**src/rtl/link_session_fsm_with_deframer_defines.svh**
```systemverilog
// ---------------------------------------------------------------------------
// Link session controller: assertion macros
// Shared property forms for the checks at the end of the top level.
// ---------------------------------------------------------------------------
`ifndef LINK_SESSION_FSM_WITH_DEFRAMER_DEFINES_SVH
`define LINK_SESSION_FSM_WITH_DEFRAMER_DEFINES_SVH

// same-cycle implication
`define LSFD_ASSERT_IMPL(label, ante, cons) \
  label: assert property (@(posedge clk) disable iff (!rst_n) (ante) |-> (cons)) \
    else $error("lsfd check failed");

// next-cycle implication
`define LSFD_ASSERT_NEXT(label, ante, cons) \
  label: assert property (@(posedge clk) disable iff (!rst_n) (ante) |=> (cons)) \
    else $error("lsfd check failed");

`endif

```
**src/rtl/lsfd_pkg.sv**
```systemverilog
// ---------------------------------------------------------------------------
// Link session controller package
// Types, codes and constants shared by the front, queue, back and top level.
// ---------------------------------------------------------------------------
`timescale 1ns / 1ps

package lsfd_pkg;

  localparam int unsigned CFG_IDX_W   = 3;
  localparam int unsigned CFG_DATA_W  = 64;
  localparam int unsigned NUM_SLOTS   = 3;
  localparam int unsigned SLOT_IDX_W  = 2;
  localparam int unsigned HELLO_BYTES = 18;
  localparam int unsigned HELLO_IDX_W = 5;
  localparam int unsigned QDEPTH      = 4;
  localparam int unsigned QPTR_W      = 2;
  localparam int unsigned QCNT_W      = 3;

  localparam logic [CFG_IDX_W-1:0] CFG_RESP_TIMEOUT   = 3'd0;
  localparam logic [CFG_IDX_W-1:0] CFG_RECONNECT      = 3'd1;
  localparam logic [CFG_IDX_W-1:0] CFG_DEVICE_ID      = 3'd2;
  localparam logic [CFG_IDX_W-1:0] CFG_DEVICE_TYPE    = 3'd3;
  localparam logic [CFG_IDX_W-1:0] CFG_DEVICE_VERSION = 3'd4;
  localparam logic [CFG_IDX_W-1:0] CFG_MAX_PAYLOAD    = 3'd5;

  localparam logic [31:0] RESP_TIMEOUT_RST = 32'd5000;
  localparam logic [31:0] RECONNECT_RST    = 32'd5000;
  localparam logic [15:0] MAX_PAYLOAD_RST  = 16'd1024;

  localparam logic [2:0] SC_OFFLINE  = 3'd0;
  localparam logic [2:0] SC_IDLE     = 3'd1;
  localparam logic [2:0] SC_WAIT     = 3'd2;
  localparam logic [2:0] SC_ACCEPTED = 3'd3;
  localparam logic [2:0] SC_RUNNING  = 3'd4;

  typedef enum logic [4:0] {
    ST_OFFLINE  = 5'b00001,
    ST_IDLE     = 5'b00010,
    ST_WAIT     = 5'b00100,
    ST_ACCEPTED = 5'b01000,
    ST_RUNNING  = 5'b10000
  } state_t;

  typedef enum logic [3:0] {
    EV_NET_UP    = 4'd0,
    EV_NET_DOWN  = 4'd1,
    EV_TRY       = 4'd2,
    EV_FAIL      = 4'd3,
    EV_CONNECTED = 4'd4,
    EV_LINK_DOWN = 4'd5,
    EV_ACCEPT    = 4'd6,
    EV_REJECT    = 4'd7,
    EV_TIMEOUT   = 4'd8,
    EV_HELLO     = 4'd9,
    EV_PAYLOAD   = 4'd10,
    EV_EMPTY     = 4'd11,
    EV_OVER      = 4'd12
  } event_t;

  typedef struct packed {
    logic        net_up;
    logic        link_up;
    logic        byte_valid;
    logic [7:0]  rx_byte;
    logic        connect_ok;
    logic        init_sent;
    logic [31:0] now_ms;
  } in_item_t;

  typedef struct packed {
    logic [3:0]  event_res;
    logic [7:0]  data_byte;
    logic [15:0] payload_length;
    logic        end_of_packet;
    logic        close_link;
    logic [2:0]  session_state;
    logic        last;
  } out_item_t;

  typedef struct packed {
    logic [31:0] response_timeout_ms;
    logic [31:0] reconnect_interval_ms;
    logic [63:0] device_id;
    logic [31:0] device_type;
    logic [31:0] device_version;
    logic [15:0] max_payload;
  } cfg_regs_t;

  typedef struct packed {
    out_item_t [NUM_SLOTS-1:0] slot;
    logic [SLOT_IDX_W-1:0]     count;
    logic                      hello;
  } cmd_t;

  function automatic logic [2:0] state_code(state_t s);
    logic [2:0] c;
    unique case (s)
      ST_OFFLINE:  c = SC_OFFLINE;
      ST_IDLE:     c = SC_IDLE;
      ST_WAIT:     c = SC_WAIT;
      ST_ACCEPTED: c = SC_ACCEPTED;
      ST_RUNNING:  c = SC_RUNNING;
      default:     c = SC_OFFLINE;
    endcase
    return c;
  endfunction

  function automatic out_item_t mk_result(event_t ev, logic [7:0] d, logic [15:0] len,
                                          logic eop, logic cl, logic [2:0] sc);
    out_item_t r;
    r.event_res      = ev;
    r.data_byte      = d;
    r.payload_length = len;
    r.end_of_packet  = eop;
    r.close_link     = cl;
    r.session_state  = sc;
    r.last           = 1'b0;
    return r;
  endfunction

endpackage

```
**src/rtl/lsfd_front.sv**
```systemverilog
// ---------------------------------------------------------------------------
// Link session controller: front
// Accepts poll items, runs the session state machine and deframer, and
// queues a command describing the results of each poll that has any.
// ---------------------------------------------------------------------------
`timescale 1ns / 1ps

module lsfd_front (
  input  logic               clk,
  input  logic               rst_n,
  input  lsfd_pkg::cfg_regs_t cfg,
  input  logic               in_valid,
  output logic               in_ready,
  input  lsfd_pkg::in_item_t in_data,
  input  logic               q_full,
  output logic               push,
  output lsfd_pkg::cmd_t     push_cmd
);
  import lsfd_pkg::*;

  state_t      st_r, st_nxt;
  logic [16:0] fbs_r, fbs_nxt;
  logic [15:0] flen_r, flen_nxt;
  logic [31:0] last_att_r, last_att_nxt;
  logic [31:0] resp_mark_r, resp_mark_nxt;
  logic [16:0] fbs_inc;
  logic [31:0] since_att;
  logic [31:0] since_resp;
  logic [SLOT_IDX_W-1:0] n;
  cmd_t        cmd;
  logic        accept;

  assign in_ready   = !q_full;
  assign accept     = in_valid && in_ready;
  assign since_att  = in_data.now_ms - last_att_r;
  assign since_resp = in_data.now_ms - resp_mark_r;
  assign fbs_inc    = fbs_r + 17'd1;

  always_comb begin
    st_nxt        = st_r;
    fbs_nxt       = fbs_r;
    flen_nxt      = flen_r;
    last_att_nxt  = last_att_r;
    resp_mark_nxt = resp_mark_r;
    cmd           = '0;
    n             = '0;

    if (!in_data.link_up &&
        (st_nxt == ST_WAIT || st_nxt == ST_ACCEPTED || st_nxt == ST_RUNNING)) begin
      st_nxt   = ST_IDLE;
      fbs_nxt  = '0;
      flen_nxt = '0;
      cmd.slot[n] = mk_result(EV_LINK_DOWN, 8'd0, 16'd0, 1'b0, 1'b0, SC_IDLE);
      n = n + 2'd1;
    end

    if (!in_data.net_up) begin
      if (st_nxt != ST_OFFLINE) begin
        st_nxt   = ST_OFFLINE;
        fbs_nxt  = '0;
        flen_nxt = '0;
        cmd.slot[n] = mk_result(EV_NET_DOWN, 8'd0, 16'd0, 1'b0, 1'b0, SC_OFFLINE);
        n = n + 2'd1;
      end
    end else if (st_nxt == ST_OFFLINE) begin
      st_nxt   = ST_IDLE;
      fbs_nxt  = '0;
      flen_nxt = '0;
      cmd.slot[n] = mk_result(EV_NET_UP, 8'd0, 16'd0, 1'b0, 1'b0, SC_IDLE);
      n = n + 2'd1;
    end

    unique case (st_nxt)
      ST_IDLE: begin
        if (since_att >= cfg.reconnect_interval_ms) begin
          cmd.slot[n] = mk_result(EV_TRY, 8'd0, 16'd0, 1'b0, 1'b0, SC_IDLE);
          n = n + 2'd1;
          if (!in_data.connect_ok) begin
            last_att_nxt = in_data.now_ms;
            cmd.slot[n] = mk_result(EV_FAIL, 8'd0, 16'd0, 1'b0, 1'b0, SC_IDLE);
            n = n + 2'd1;
          end else begin
            cmd.hello     = 1'b1;
            st_nxt        = ST_WAIT;
            resp_mark_nxt = in_data.now_ms;
            cmd.slot[n] = mk_result(EV_CONNECTED, 8'd0, 16'd0, 1'b0, 1'b0, SC_WAIT);
            n = n + 2'd1;
          end
        end
      end
      ST_WAIT: begin
        if (in_data.byte_valid) begin
          if (in_data.rx_byte == 8'd0) begin
            st_nxt = ST_ACCEPTED;
            cmd.slot[n] = mk_result(EV_ACCEPT, 8'd0, 16'd0, 1'b0, 1'b0, SC_ACCEPTED);
            n = n + 2'd1;
          end else begin
            st_nxt       = ST_IDLE;
            fbs_nxt      = '0;
            flen_nxt     = '0;
            last_att_nxt = in_data.now_ms;
            cmd.slot[n] = mk_result(EV_REJECT, in_data.rx_byte, 16'd0, 1'b0, 1'b1, SC_IDLE);
            n = n + 2'd1;
          end
        end else if (since_resp > cfg.response_timeout_ms) begin
          st_nxt       = ST_IDLE;
          fbs_nxt      = '0;
          flen_nxt     = '0;
          last_att_nxt = in_data.now_ms;
          cmd.slot[n] = mk_result(EV_TIMEOUT, 8'd0, 16'd0, 1'b0, 1'b1, SC_IDLE);
          n = n + 2'd1;
        end
      end
      ST_ACCEPTED: begin
        if (in_data.init_sent) begin
          st_nxt = ST_RUNNING;
        end
      end
      ST_RUNNING: begin
        if (in_data.byte_valid) begin
          resp_mark_nxt = in_data.now_ms;
          if (fbs_r == 17'd0) begin
            flen_nxt = {in_data.rx_byte, 8'h00};
            fbs_nxt  = 17'd1;
          end else if (fbs_r == 17'd1) begin
            flen_nxt = {flen_r[15:8], in_data.rx_byte};
            fbs_nxt  = 17'd2;
            if (flen_nxt == 16'd0) begin
              fbs_nxt = '0;
              cmd.slot[n] = mk_result(EV_EMPTY, 8'd0, 16'd0, 1'b1, 1'b0, SC_RUNNING);
              n = n + 2'd1;
            end else if (flen_nxt > cfg.max_payload) begin
              cmd.slot[n] = mk_result(EV_OVER, 8'd0, flen_nxt, 1'b0, 1'b0, SC_RUNNING);
              n = n + 2'd1;
            end
          end else begin
            if (fbs_inc >= ({1'b0, flen_r} + 17'd2)) begin
              cmd.slot[n] = mk_result(EV_PAYLOAD, in_data.rx_byte, flen_r, 1'b1, 1'b0,
                                      SC_RUNNING);
              fbs_nxt  = '0;
              flen_nxt = '0;
            end else begin
              cmd.slot[n] = mk_result(EV_PAYLOAD, in_data.rx_byte, flen_r, 1'b0, 1'b0,
                                      SC_RUNNING);
              fbs_nxt = fbs_inc;
            end
            n = n + 2'd1;
          end
        end else if (fbs_r != 17'd0 && since_resp > cfg.response_timeout_ms) begin
          st_nxt   = ST_IDLE;
          fbs_nxt  = '0;
          flen_nxt = '0;
          cmd.slot[n] = mk_result(EV_TIMEOUT, 8'd0, 16'd0, 1'b0, 1'b1, SC_IDLE);
          n = n + 2'd1;
          cmd.slot[n] = mk_result(EV_LINK_DOWN, 8'd0, 16'd0, 1'b0, 1'b0, SC_IDLE);
          n = n + 2'd1;
        end
      end
      default: begin
      end
    endcase

    cmd.count = n;
  end

  assign push     = accept && (cmd.count != '0);
  assign push_cmd = cmd;

  always_ff @(posedge clk) begin
    if (!rst_n) begin
      st_r        <= ST_OFFLINE;
      fbs_r       <= '0;
      flen_r      <= '0;
      last_att_r  <= '0;
      resp_mark_r <= '0;
    end else if (accept) begin
      st_r        <= st_nxt;
      fbs_r       <= fbs_nxt;
      flen_r      <= flen_nxt;
      last_att_r  <= last_att_nxt;
      resp_mark_r <= resp_mark_nxt;
    end
  end

endmodule

```
**src/rtl/lsfd_queue.sv**
```systemverilog
// ---------------------------------------------------------------------------
// Link session controller: command queue
// Short FIFO of poll commands between the front and the result sequencer.
// ---------------------------------------------------------------------------
`timescale 1ns / 1ps

module lsfd_queue (
  input  logic           clk,
  input  logic           rst_n,
  input  logic           push,
  input  lsfd_pkg::cmd_t push_cmd,
  output logic           full,
  input  logic           pop,
  output logic           head_valid,
  output lsfd_pkg::cmd_t head_cmd
);
  import lsfd_pkg::*;

  cmd_t              mem [QDEPTH];
  logic [QPTR_W-1:0] wr_ptr_r, wr_ptr_nxt;
  logic [QPTR_W-1:0] rd_ptr_r, rd_ptr_nxt;
  logic [QCNT_W-1:0] cnt_r, cnt_nxt;
  logic              do_push;
  logic              do_pop;

  assign full       = (cnt_r == QCNT_W'(QDEPTH));
  assign head_valid = (cnt_r != '0);
  assign head_cmd   = mem[rd_ptr_r];
  assign do_push    = push && !full;
  assign do_pop     = pop && head_valid;

  always_comb begin
    wr_ptr_nxt = do_push ? wr_ptr_r + QPTR_W'(1) : wr_ptr_r;
    rd_ptr_nxt = do_pop  ? rd_ptr_r + QPTR_W'(1) : rd_ptr_r;
    cnt_nxt    = cnt_r + QCNT_W'(do_push) - QCNT_W'(do_pop);
  end

  always_ff @(posedge clk) begin
    if (do_push) begin
      mem[wr_ptr_r] <= push_cmd;
    end
  end

  always_ff @(posedge clk) begin
    if (!rst_n) begin
      wr_ptr_r <= '0;
      rd_ptr_r <= '0;
      cnt_r    <= '0;
    end else begin
      wr_ptr_r <= wr_ptr_nxt;
      rd_ptr_r <= rd_ptr_nxt;
      cnt_r    <= cnt_nxt;
    end
  end

endmodule

```
**src/rtl/lsfd_back.sv**
```systemverilog
// ---------------------------------------------------------------------------
// Link session controller: result sequencer
// Walks the queued command one result per cycle while the output is not
// stalled, inserting the hello burst, into a registered output stage.
// ---------------------------------------------------------------------------
`timescale 1ns / 1ps

module lsfd_back (
  input  logic                clk,
  input  logic                rst_n,
  input  lsfd_pkg::cfg_regs_t cfg,
  input  logic                head_valid,
  input  lsfd_pkg::cmd_t      head_cmd,
  output logic                pop,
  output logic                out_valid,
  input  logic                out_ready,
  output lsfd_pkg::out_item_t out_data
);
  import lsfd_pkg::*;

  logic [SLOT_IDX_W-1:0]  slot_idx_r, slot_idx_nxt;
  logic [HELLO_IDX_W-1:0] hb_idx_r, hb_idx_nxt;
  logic                   out_valid_r, out_valid_nxt;
  out_item_t              out_data_r;
  logic [8*HELLO_BYTES-1:0] hello_vec;
  logic [7:0]             hello_bytes [HELLO_BYTES];
  logic [SLOT_IDX_W-1:0]  final_idx;
  logic                   load;
  logic                   fire;
  logic                   in_hello;
  logic                   at_final;
  out_item_t              res;

  assign hello_vec = {cfg.device_id, cfg.device_type, cfg.device_version, cfg.max_payload};

  always_comb begin
    for (int i = 0; i < HELLO_BYTES; i++) begin
      hello_bytes[i] = hello_vec[8*(HELLO_BYTES-1-i) +: 8];
    end
  end

  assign final_idx = head_cmd.count - SLOT_IDX_W'(1);
  assign at_final  = (slot_idx_r == final_idx);
  assign in_hello  = head_cmd.hello && at_final && (hb_idx_r != HELLO_IDX_W'(HELLO_BYTES));
  assign load      = !out_valid_r || out_ready;
  assign fire      = head_valid && load;
  assign pop       = fire && !in_hello && at_final;

  always_comb begin
    if (in_hello) begin
      res = mk_result(EV_HELLO, hello_bytes[hb_idx_r], 16'd0, 1'b0, 1'b0, SC_IDLE);
    end else begin
      res      = head_cmd.slot[slot_idx_r];
      res.last = at_final;
    end
  end

  always_comb begin
    slot_idx_nxt = slot_idx_r;
    hb_idx_nxt   = hb_idx_r;
    if (fire) begin
      if (in_hello) begin
        hb_idx_nxt = hb_idx_r + HELLO_IDX_W'(1);
      end else if (at_final) begin
        slot_idx_nxt = '0;
        hb_idx_nxt   = '0;
      end else begin
        slot_idx_nxt = slot_idx_r + SLOT_IDX_W'(1);
      end
    end
    out_valid_nxt = fire ? 1'b1 : (out_ready ? 1'b0 : out_valid_r);
  end

  always_ff @(posedge clk) begin
    if (fire) begin
      out_data_r <= res;
    end
  end

  always_ff @(posedge clk) begin
    if (!rst_n) begin
      slot_idx_r  <= '0;
      hb_idx_r    <= '0;
      out_valid_r <= 1'b0;
    end else begin
      slot_idx_r  <= slot_idx_nxt;
      hb_idx_r    <= hb_idx_nxt;
      out_valid_r <= out_valid_nxt;
    end
  end

  assign out_valid = out_valid_r;
  assign out_data  = out_data_r;

endmodule

```
**src/rtl/link_session_fsm_with_deframer.sv**
```systemverilog
// ---------------------------------------------------------------------------
// Link session controller with packet deframer
// Client session state machine with hello generation, timeouts and a
// 16-bit length-prefixed deframer; configuration registers live here.
// ---------------------------------------------------------------------------
// A poll item is taken every clock while the four-entry command queue has
// room; the front settles the new session state in the cycle it takes the
// item. Results leave one per clock while the receiver is ready, through a
// single registered output stage: a payload byte gives one result, most
// polls none to three, and a poll that opens a session 20 to 21 (the
// 18-byte hello burst). Configuration writes are registered and are
// accepted at any time.
`timescale 1ns / 1ps

module link_session_fsm_with_deframer (
  input  logic                              clk,
  input  logic                              rst_n,
  input  logic                              in_valid,
  output logic                              in_ready,
  input  lsfd_pkg::in_item_t                in_data,
  output logic                              out_valid,
  input  logic                              out_ready,
  output lsfd_pkg::out_item_t               out_data,
  input  logic                              cfg_valid,
  output logic                              cfg_ready,
  input  logic [lsfd_pkg::CFG_IDX_W-1:0]    cfg_index,
  input  logic [lsfd_pkg::CFG_DATA_W-1:0]   cfg_data
);
  import lsfd_pkg::*;

`include "link_session_fsm_with_deframer_defines.svh"

  cfg_regs_t cfg_r;
  logic      q_full;
  logic      push;
  cmd_t      push_cmd;
  logic      pop;
  logic      head_valid;
  cmd_t      head_cmd;

  assign cfg_ready = 1'b1;

  always_ff @(posedge clk) begin
    if (!rst_n) begin
      cfg_r.response_timeout_ms   <= RESP_TIMEOUT_RST;
      cfg_r.reconnect_interval_ms <= RECONNECT_RST;
      cfg_r.device_id             <= '0;
      cfg_r.device_type           <= '0;
      cfg_r.device_version        <= '0;
      cfg_r.max_payload           <= MAX_PAYLOAD_RST;
    end else if (cfg_valid && cfg_ready) begin
      unique case (cfg_index)
        CFG_RESP_TIMEOUT:   cfg_r.response_timeout_ms   <= cfg_data[31:0];
        CFG_RECONNECT:      cfg_r.reconnect_interval_ms <= cfg_data[31:0];
        CFG_DEVICE_ID:      cfg_r.device_id             <= cfg_data;
        CFG_DEVICE_TYPE:    cfg_r.device_type           <= cfg_data[31:0];
        CFG_DEVICE_VERSION: cfg_r.device_version        <= cfg_data[31:0];
        CFG_MAX_PAYLOAD:    cfg_r.max_payload           <= cfg_data[15:0];
        default: begin
        end
      endcase
    end
  end

  lsfd_front u_front (
    .clk      (clk),
    .rst_n    (rst_n),
    .cfg      (cfg_r),
    .in_valid (in_valid),
    .in_ready (in_ready),
    .in_data  (in_data),
    .q_full   (q_full),
    .push     (push),
    .push_cmd (push_cmd)
  );

  lsfd_queue u_queue (
    .clk        (clk),
    .rst_n      (rst_n),
    .push       (push),
    .push_cmd   (push_cmd),
    .full       (q_full),
    .pop        (pop),
    .head_valid (head_valid),
    .head_cmd   (head_cmd)
  );

  lsfd_back u_back (
    .clk        (clk),
    .rst_n      (rst_n),
    .cfg        (cfg_r),
    .head_valid (head_valid),
    .head_cmd   (head_cmd),
    .pop        (pop),
    .out_valid  (out_valid),
    .out_ready  (out_ready),
    .out_data   (out_data)
  );

  `LSFD_ASSERT_IMPL(a_push_not_full, push, !q_full)
  `LSFD_ASSERT_IMPL(a_hello_mid_burst,
    out_valid && (out_data.event_res == EV_HELLO),
    !out_data.last && (out_data.session_state == SC_IDLE))
  `LSFD_ASSERT_IMPL(a_close_only_on_end,
    out_valid && out_data.close_link,
    (out_data.event_res == EV_REJECT) || (out_data.event_res == EV_TIMEOUT))
  `LSFD_ASSERT_NEXT(a_pop_moves_head, pop && !push && !q_full && head_valid,
    !q_full)

endmodule

```
**config.mk**
```make
export PLATFORM = sky130hd
export DESIGN_NAME = link_session_fsm_with_deframer
export DESIGN_NICKNAME = d
export VERILOG_FILES = /design/src/rtl/lsfd_pkg.sv /design/src/rtl/lsfd_front.sv /design/src/rtl/lsfd_queue.sv /design/src/rtl/lsfd_back.sv /design/src/rtl/link_session_fsm_with_deframer.sv
export VERILOG_INCLUDE_DIRS = /design/src /design/src/rtl
export SDC_FILE = /design/constraint.sdc
export NUM_CORES = 2
export LEC_CHECK = 0
export BUFFER_PORTS_ARGS = -buffer_cell sky130_fd_sc_hd__buf_4
export CAP_MARGIN = 20
export CORE_ASPECT_RATIO = 0.8
export CORE_MARGIN = 2
export CORE_UTILIZATION = 46
export DETAILED_ROUTE_END_ITERATION = 8
export GPL_ROUTABILITY_DRIVEN = 0
export SETUP_SLACK_MARGIN = 0.15
export SLEW_MARGIN = 20
export SYNTH_ARGS = -nofsm -noshare
export SYNTH_HDL_FRONTEND = slang
export SYNTH_HIERARCHICAL = 1
export SYNTH_SLANG_ARGS = --single-unit
export TNS_END_PERCENT = 100
```
**constraint.sdc**
```tcl
create_clock -name clk -period 23.8 [get_ports clk]
set_input_delay 7.14 -clock clk [delete_from_list [all_inputs] [get_ports clk]]
set_output_delay 7.14 -clock clk [all_outputs]
set_load 0.05 [all_outputs]
```
; Word-level counts from Yosys, hierarchy flattened
; Memories as Yosys holds them, arrays and structs flattened. A register that Yosys moved wholly into a read port is not among the register bits.
; Cells that the tools add are included.
[classes]
bitwise = 29
eq_ne = 25
reduce_logical = 43
n_addsub = 14
magnitude_cmp = 12
mux = 109
[op_table]
columns = operator, n
row1 = $mux W102, 15
row2 = $bwmux W102, 4
row3 = $pmux W102 S3, 1
row4 = $and A93 B93 Y93, 3
row5 = $not A93 Y93, 3
row6 = $mux W32, 8
row7 = $demux W34 S2, 3
row8 = $mux W17, 12
row9 = $and A33 B99 Y99, 2
row10 = $not A99 Y99, 2
row11 = $and A96 B96 Y96, 2
row12 = $mux W16, 12
row13 = $not A96 Y96, 2
row14 = $mux W34, 4
row15 = $pmux W32 S2, 2
row16 = $and A90 B90 Y90, 1
row17 = $not A90 Y90, 1
row18 = $and A87 B87 Y87, 1
row19 = $not A87 Y87, 1
row20 = $bmux W34 S2, 1
row21 = $mux W5, 13
row22 = $sub A32 B32 Y32, 2
row23 = $bmux W8 S5, 1
row24 = $pmux W17 S2, 1
row25 = 63 further kinds, 135
[totals]
inputBits = 117
output_inout_bits = 37
reg_bits = 359
memories = 1
ram_bits = 420
[memory_table]
columns = name, depth, width, read_ports, rd_ports_with_merged_regs, write_ports, line_no
row1 = u_queue.mem, 4, 105, 1, 1, 1, lsfd_queue.sv:19  ; cmd_t mem [QDEPTH];

; Longest topological paths before layout
[depth]
ltp_word = 20
ltp_mapped = 35

; Modules after synthesis
; The synthesis kept the hierarchy.
[modules_own_cells]
columns = mod, area_per_inst_um2, n_inst, cells_each
row1 = lsfd_queue, 15632.5, 1, 598
row2 = lsfd_front, 12134.1, 1, 1678
row3 = link_session_fsm_with_deframer, 7763.7, 1, 757
row4 = lsfd_back, 3669.8, 1, 410

; Worst setup path before layout
; No wires, ideal clock.
[synth_path]
path_kind = input to register
from = in in_data[6] (netlist name)
to = mem u_queue/mem[0][0] (netlist name), enable pin
cell_stages = 24
path_buffers = 2
t_arrival_ns = 14.296
required_ns = 23.324
path_slack_ns = 9.029
setup_ns = 0.476
path_cell_list = ha_1 a21oi_1 o221ai_2 o31ai_2 o211ai_1 a31oi_2 a21oi_2 o41a_1 a221o_1 a21oi_2 xnor2_1 ha_1 nand4_1 or2_1 nor4_1 o31ai_1 a21boi_1 and2_1 clkbuf_1 o22ai_1 a41oi_1 nor2b_1 clkbuf_1 and2_1
[synth_via]
elab_chain_len = 11
[synth_lines]
columns = item, line_no
row1 = "start, declared", link_session_fsm_with_deframer.sv:20  ; input lsfd_pkg::in_item_t in_data,
row2 = $sub A32 B32 Y32, lsfd_front.sv:36  ; assign since_resp = in_data.now_ms - resp_mark_r;
row3 = $gt A32 B32 Y1, "lsfd_front.sv:105, lsfd_front.sv:149"
row4 = $logic_and A1 B1 Y1, lsfd_front.sv:149  ; end else if (fbs_r != 17'd0 && since_resp > cfg.response_timeout_ms) begin
row5 = $mux W2, lsfd_front.sv:149
row6 = $mux W2, lsfd_front.sv:120  ; if (in_data.byte_valid) begin
row7 = $pmux W2 S3 (*), lsfd_front.sv:73  ; unique case (st_nxt)
row8 = $reduce_bool A2 Y1 (*), lsfd_front.sv:166  ; assign push = accept && (cmd.count != '0);
row9 = $logic_and A1 B1 Y1 (*), lsfd_front.sv:166
row10 = net push, link_session_fsm_with_deframer.sv:35  ; logic push;
row11 = $logic_and A1 B1 Y1 (*), lsfd_queue.sv:29  ; assign do_push = push && !full;
row12 = $mux W1 (*), lsfd_queue.sv:39  ; if (do_push) begin
row13 = $mux W1 (implied by the code) (*), lsfd_queue.sv:40  ; mem[wr_ptr_r] <= push_cmd;
row14 = "end, declared", lsfd_queue.sv:19
; Mark *: on every way through the listed nets, which the timed path passes. The rest lies on a longest branch.

; Worst setup path in the final report
[layout_path]
from = in in_data[6] (netlist name)
to = mem u_queue/mem[3][34] (netlist name), enable pin
; Same word-level chain as after synthesis.

==> results.py <==
metrics = {
    "timing": {
        "rsz0062_at_grt": "no",
        "clock_skew_ps": 50.5,
        "fin_crit_sh": 0.632,
        "timing.slew.headroom": 0.235,
        "fin_crit_ps": 15040,
        "slew_violations": 0,
        "finalHoldViolations": 0,
        "tightestPinTransition_ps": 1150,
        "finalSetupViolations": 0,
        "fmax_mhz": 66.5,
        "tns_ps": 0,
    },
    "power_and_ir_drop": {
        "power_leakage_nw": 15.7,
        "power.density_nw_per_um2": 90.1,
        "power_frac_clock": 0.308,
        "vdd_drop_max_mv": 0.0711,
        "power.switching_w": 0.00127,
        "comb_power_share": 0.264,
        "p_seq_frac": 0.428,
        "switching_share": 0.327,
        "internal_power_w": 0.00261,
    },
    "grt": {
        "overflow": 0,
        "grt_pass1_wl_mm": 155,
        "grt_pass1_vias": 26200,
        "antenna_found_initial": 5,
        "track_usage": 0.232,
        "grt_max_degree": 97,
    },
    "worst_setup_path": {
        "r2r_start": "u_front/resp_mark_r[6]",
        "crit_chain": "buf_4, ha_1, nand3_1, a2111oi_0, o31ai_2, o211ai_1, a31oi_2, a21oi_2, o41a_1, a221o_1, a21oi_2, xnor2_1, ha_1, nand4_1, or2_1, nor4_1, o31ai_1, a21boi_1, and2_1, o22ai_1, a41oi_1, nor2b_1, and2_4, buf_4",
        "arrival_ps": 15280,
        "r2r_end": "u_queue/mem[3][34]",
        "cp.required_ps": 24040,
        "critPathMaxStageDelay_ps": 900,
        "critPathBufInv": 2,
        "worstPathMaxFanout": 68,
        "worstSetupStartpoint": "in_data[6]",
        "r2r_slack_ps": 15010,
        "cp-end-kind": "register",
        "r2r_cells": 24,
        "critPathSlowestCell": "buf_4",
        "critPathLaunchType": "input port",
        "critPathKind": "input port to register",
        "critical-path-top-delay-family": "compound AO/OA/AOI/OAI gates",
    },
    "drt": {
        "num_vias": 27000,
        "remaining_drc_errors": 0,
        "avgViaCountPerCell": 5.79,
        "drtIter0Drc": 2570,
        "wl_per_cell_um": 21.7,
        "antenna_left": 0,
        "wl_mm": 101,
        "dr.pass1.iters": 6,
    },
    "floorplanning": {
        "start_util": 0.463,
        "rows": 95,
        "dieHeight_um": 264,
        "die_x_um": 328,
        "dieArea_sq_um": 86600,
        "io_pins": 154,
        "core_sq_um": 83700,
    },
    "placed_design": {
        "place_area_sq_um": 40500,
        "dp_hpwl_mm": 70.2,
        "portBuffers": 152,
    },
    "clock_network": {
        "cts-resized-gates": 0,
        "cts.sinks": 769,
        "cts_tree": "done",
        "hold_buffers": 0,
        "root_buffer": "clkbuf_16",
        "cts_setup_buffers": 0,
        "clk_latency_ps": 670,
        "path_clk_slew_ps": 60,
        "cts_buffers": 78,
        "clockBufferDepth": 3,
        "h-tree-depth": 3,
    },
    "final_layout": {
        "regArea_sq_um": 19800,
        "drive_above_1_share": 0.123,
        "syn2layout_area_growth_pct": 11.0,
        "nNetsFinal": 3788,
        "fin_area_sq_um": 43000,
        "multiInputGateArea_sq_um": 17200,
        "diodes": 0,
        "post-route-util": 0.514,
        "fill_cells": 7397,
    },
    "synthesis": {
        "syn_inst": 3424,
        "syn_area_sq_um": 38700,
        "yosysWarnings": 6,
        "syn_nets": 3726,
        "avgSynthCellArea_sq_um": 11.3,
    },
    "min_path": {
        "min_path_cells": 2,
        "holdPathEnd": "cfg_r[122]",
        "hp-class": "register to register",
        "hp-start": "cfg_r[122]",
    },
    "job": {
        "drv_cap": 0,
    },
    "status": {
        "status": "finished clean",
    },
}
-- metal layers --
layer  global-route usage  part of all wire  up-vias
met5                    0           0.00011        -
met3               0.0543             0.079      120
li1                     -                 -    12600
met2                0.348              0.44      938
met4               0.0500             0.017        2
met1                0.340              0.46    13300
-- power groups by stage --
stage | Clock, W | Combinational [W] | Sequential [W]
final | 0.00119 | 0.00102 | 0.00166
after global routing | 0.00128 | 0.00110 | 0.00167
after CTS | 0.00122 | 0.00102 | 0.00166
after detailed placement | 0 | 0.00102 | 0.00169
after global placement | 0 | 0.00100 | 0.00168
after floorplan | 0 | 0.000592 | 0.00179
-- per-stage QoR --
step                instances  setup slack (ps)  hold slack (ps)  total power [W]
finish                   4662              8760              458          0.00388
global route             4662              8320              467          0.00405
CTS                      4661              9010              459          0.00391
detailed placement       4520              8350              446          0.00271
global placement         4520              8620              441          0.00268
floorplan                3424              9100              434          0.00238
-- tightest hold or removal path, delay by kind of cell (launching register included) --
kind,cells,cell delay (ps)
DFF,1,310
muxes,1,50
and+or+nand+nor,1,50
-- state kept, by name, indices dropped and copies added (netlist names), 5 cells and up, named ones only --
register and count:
cfg_r 208, u_back/hb_idx_r 5, u_back/out_data 34, u_front/fbs_r 17
u_front/flen_r 16, u_front/last_att_r 32, u_front/resp_mark_r 32, u_front/st_r 5
u_queue/mem 408
-- layout make-up --
cell class / instances / share of cell area
clock buffer: 101 / 0.0492
clock inverter: 40 / 0.00887
inverter: 191 / 0.0167
multi-input combinational: 2262 / 0.399
sequential: 769 / 0.461
tap: 1115 / 0.0324
timing repair buffer: 184 / 0.0323
-- cells in the final DEF, fill, tap and decap left out, drive strengths merged, types with 10 or more instances in the layout --
cell and count:
a211oi 12, a21o 70, a21oi 162, a22o 12
a22oi 18, a31oi 20, a32oi 10, and2 44
and3 47, buf 184, clkbuf 101, clkinv 32
dfxtp 327, edfxtp 442, ha 182, inv 194
mux2i 350, mux4 102, nand2 397, nand2b 16
nand3 103, nand4 28, nor2 192, nor2b 44
nor3 54, nor4 12, o211ai 17, o21a 14
o21ai 114, o21bai 11, o22ai 20, xnor2 56
xor2 36
-- worst max path at each step --
stage | end | slack [ps] | depth (start not counted)
after floorplan | u_queue/mem[0][0] | 9100 | 24
after global placement | u_queue/mem[3][4] | 8620 | 24
after detailed placement | u_queue/mem[0][6] | 8350 | 24
after CTS | u_queue/mem[0][6] | 9010 | 24
after global routing | u_queue/mem[0][6] | 8320 | 24
final | u_queue/mem[3][34] | 8760 | 24
(Power assumes the default switching activity.)
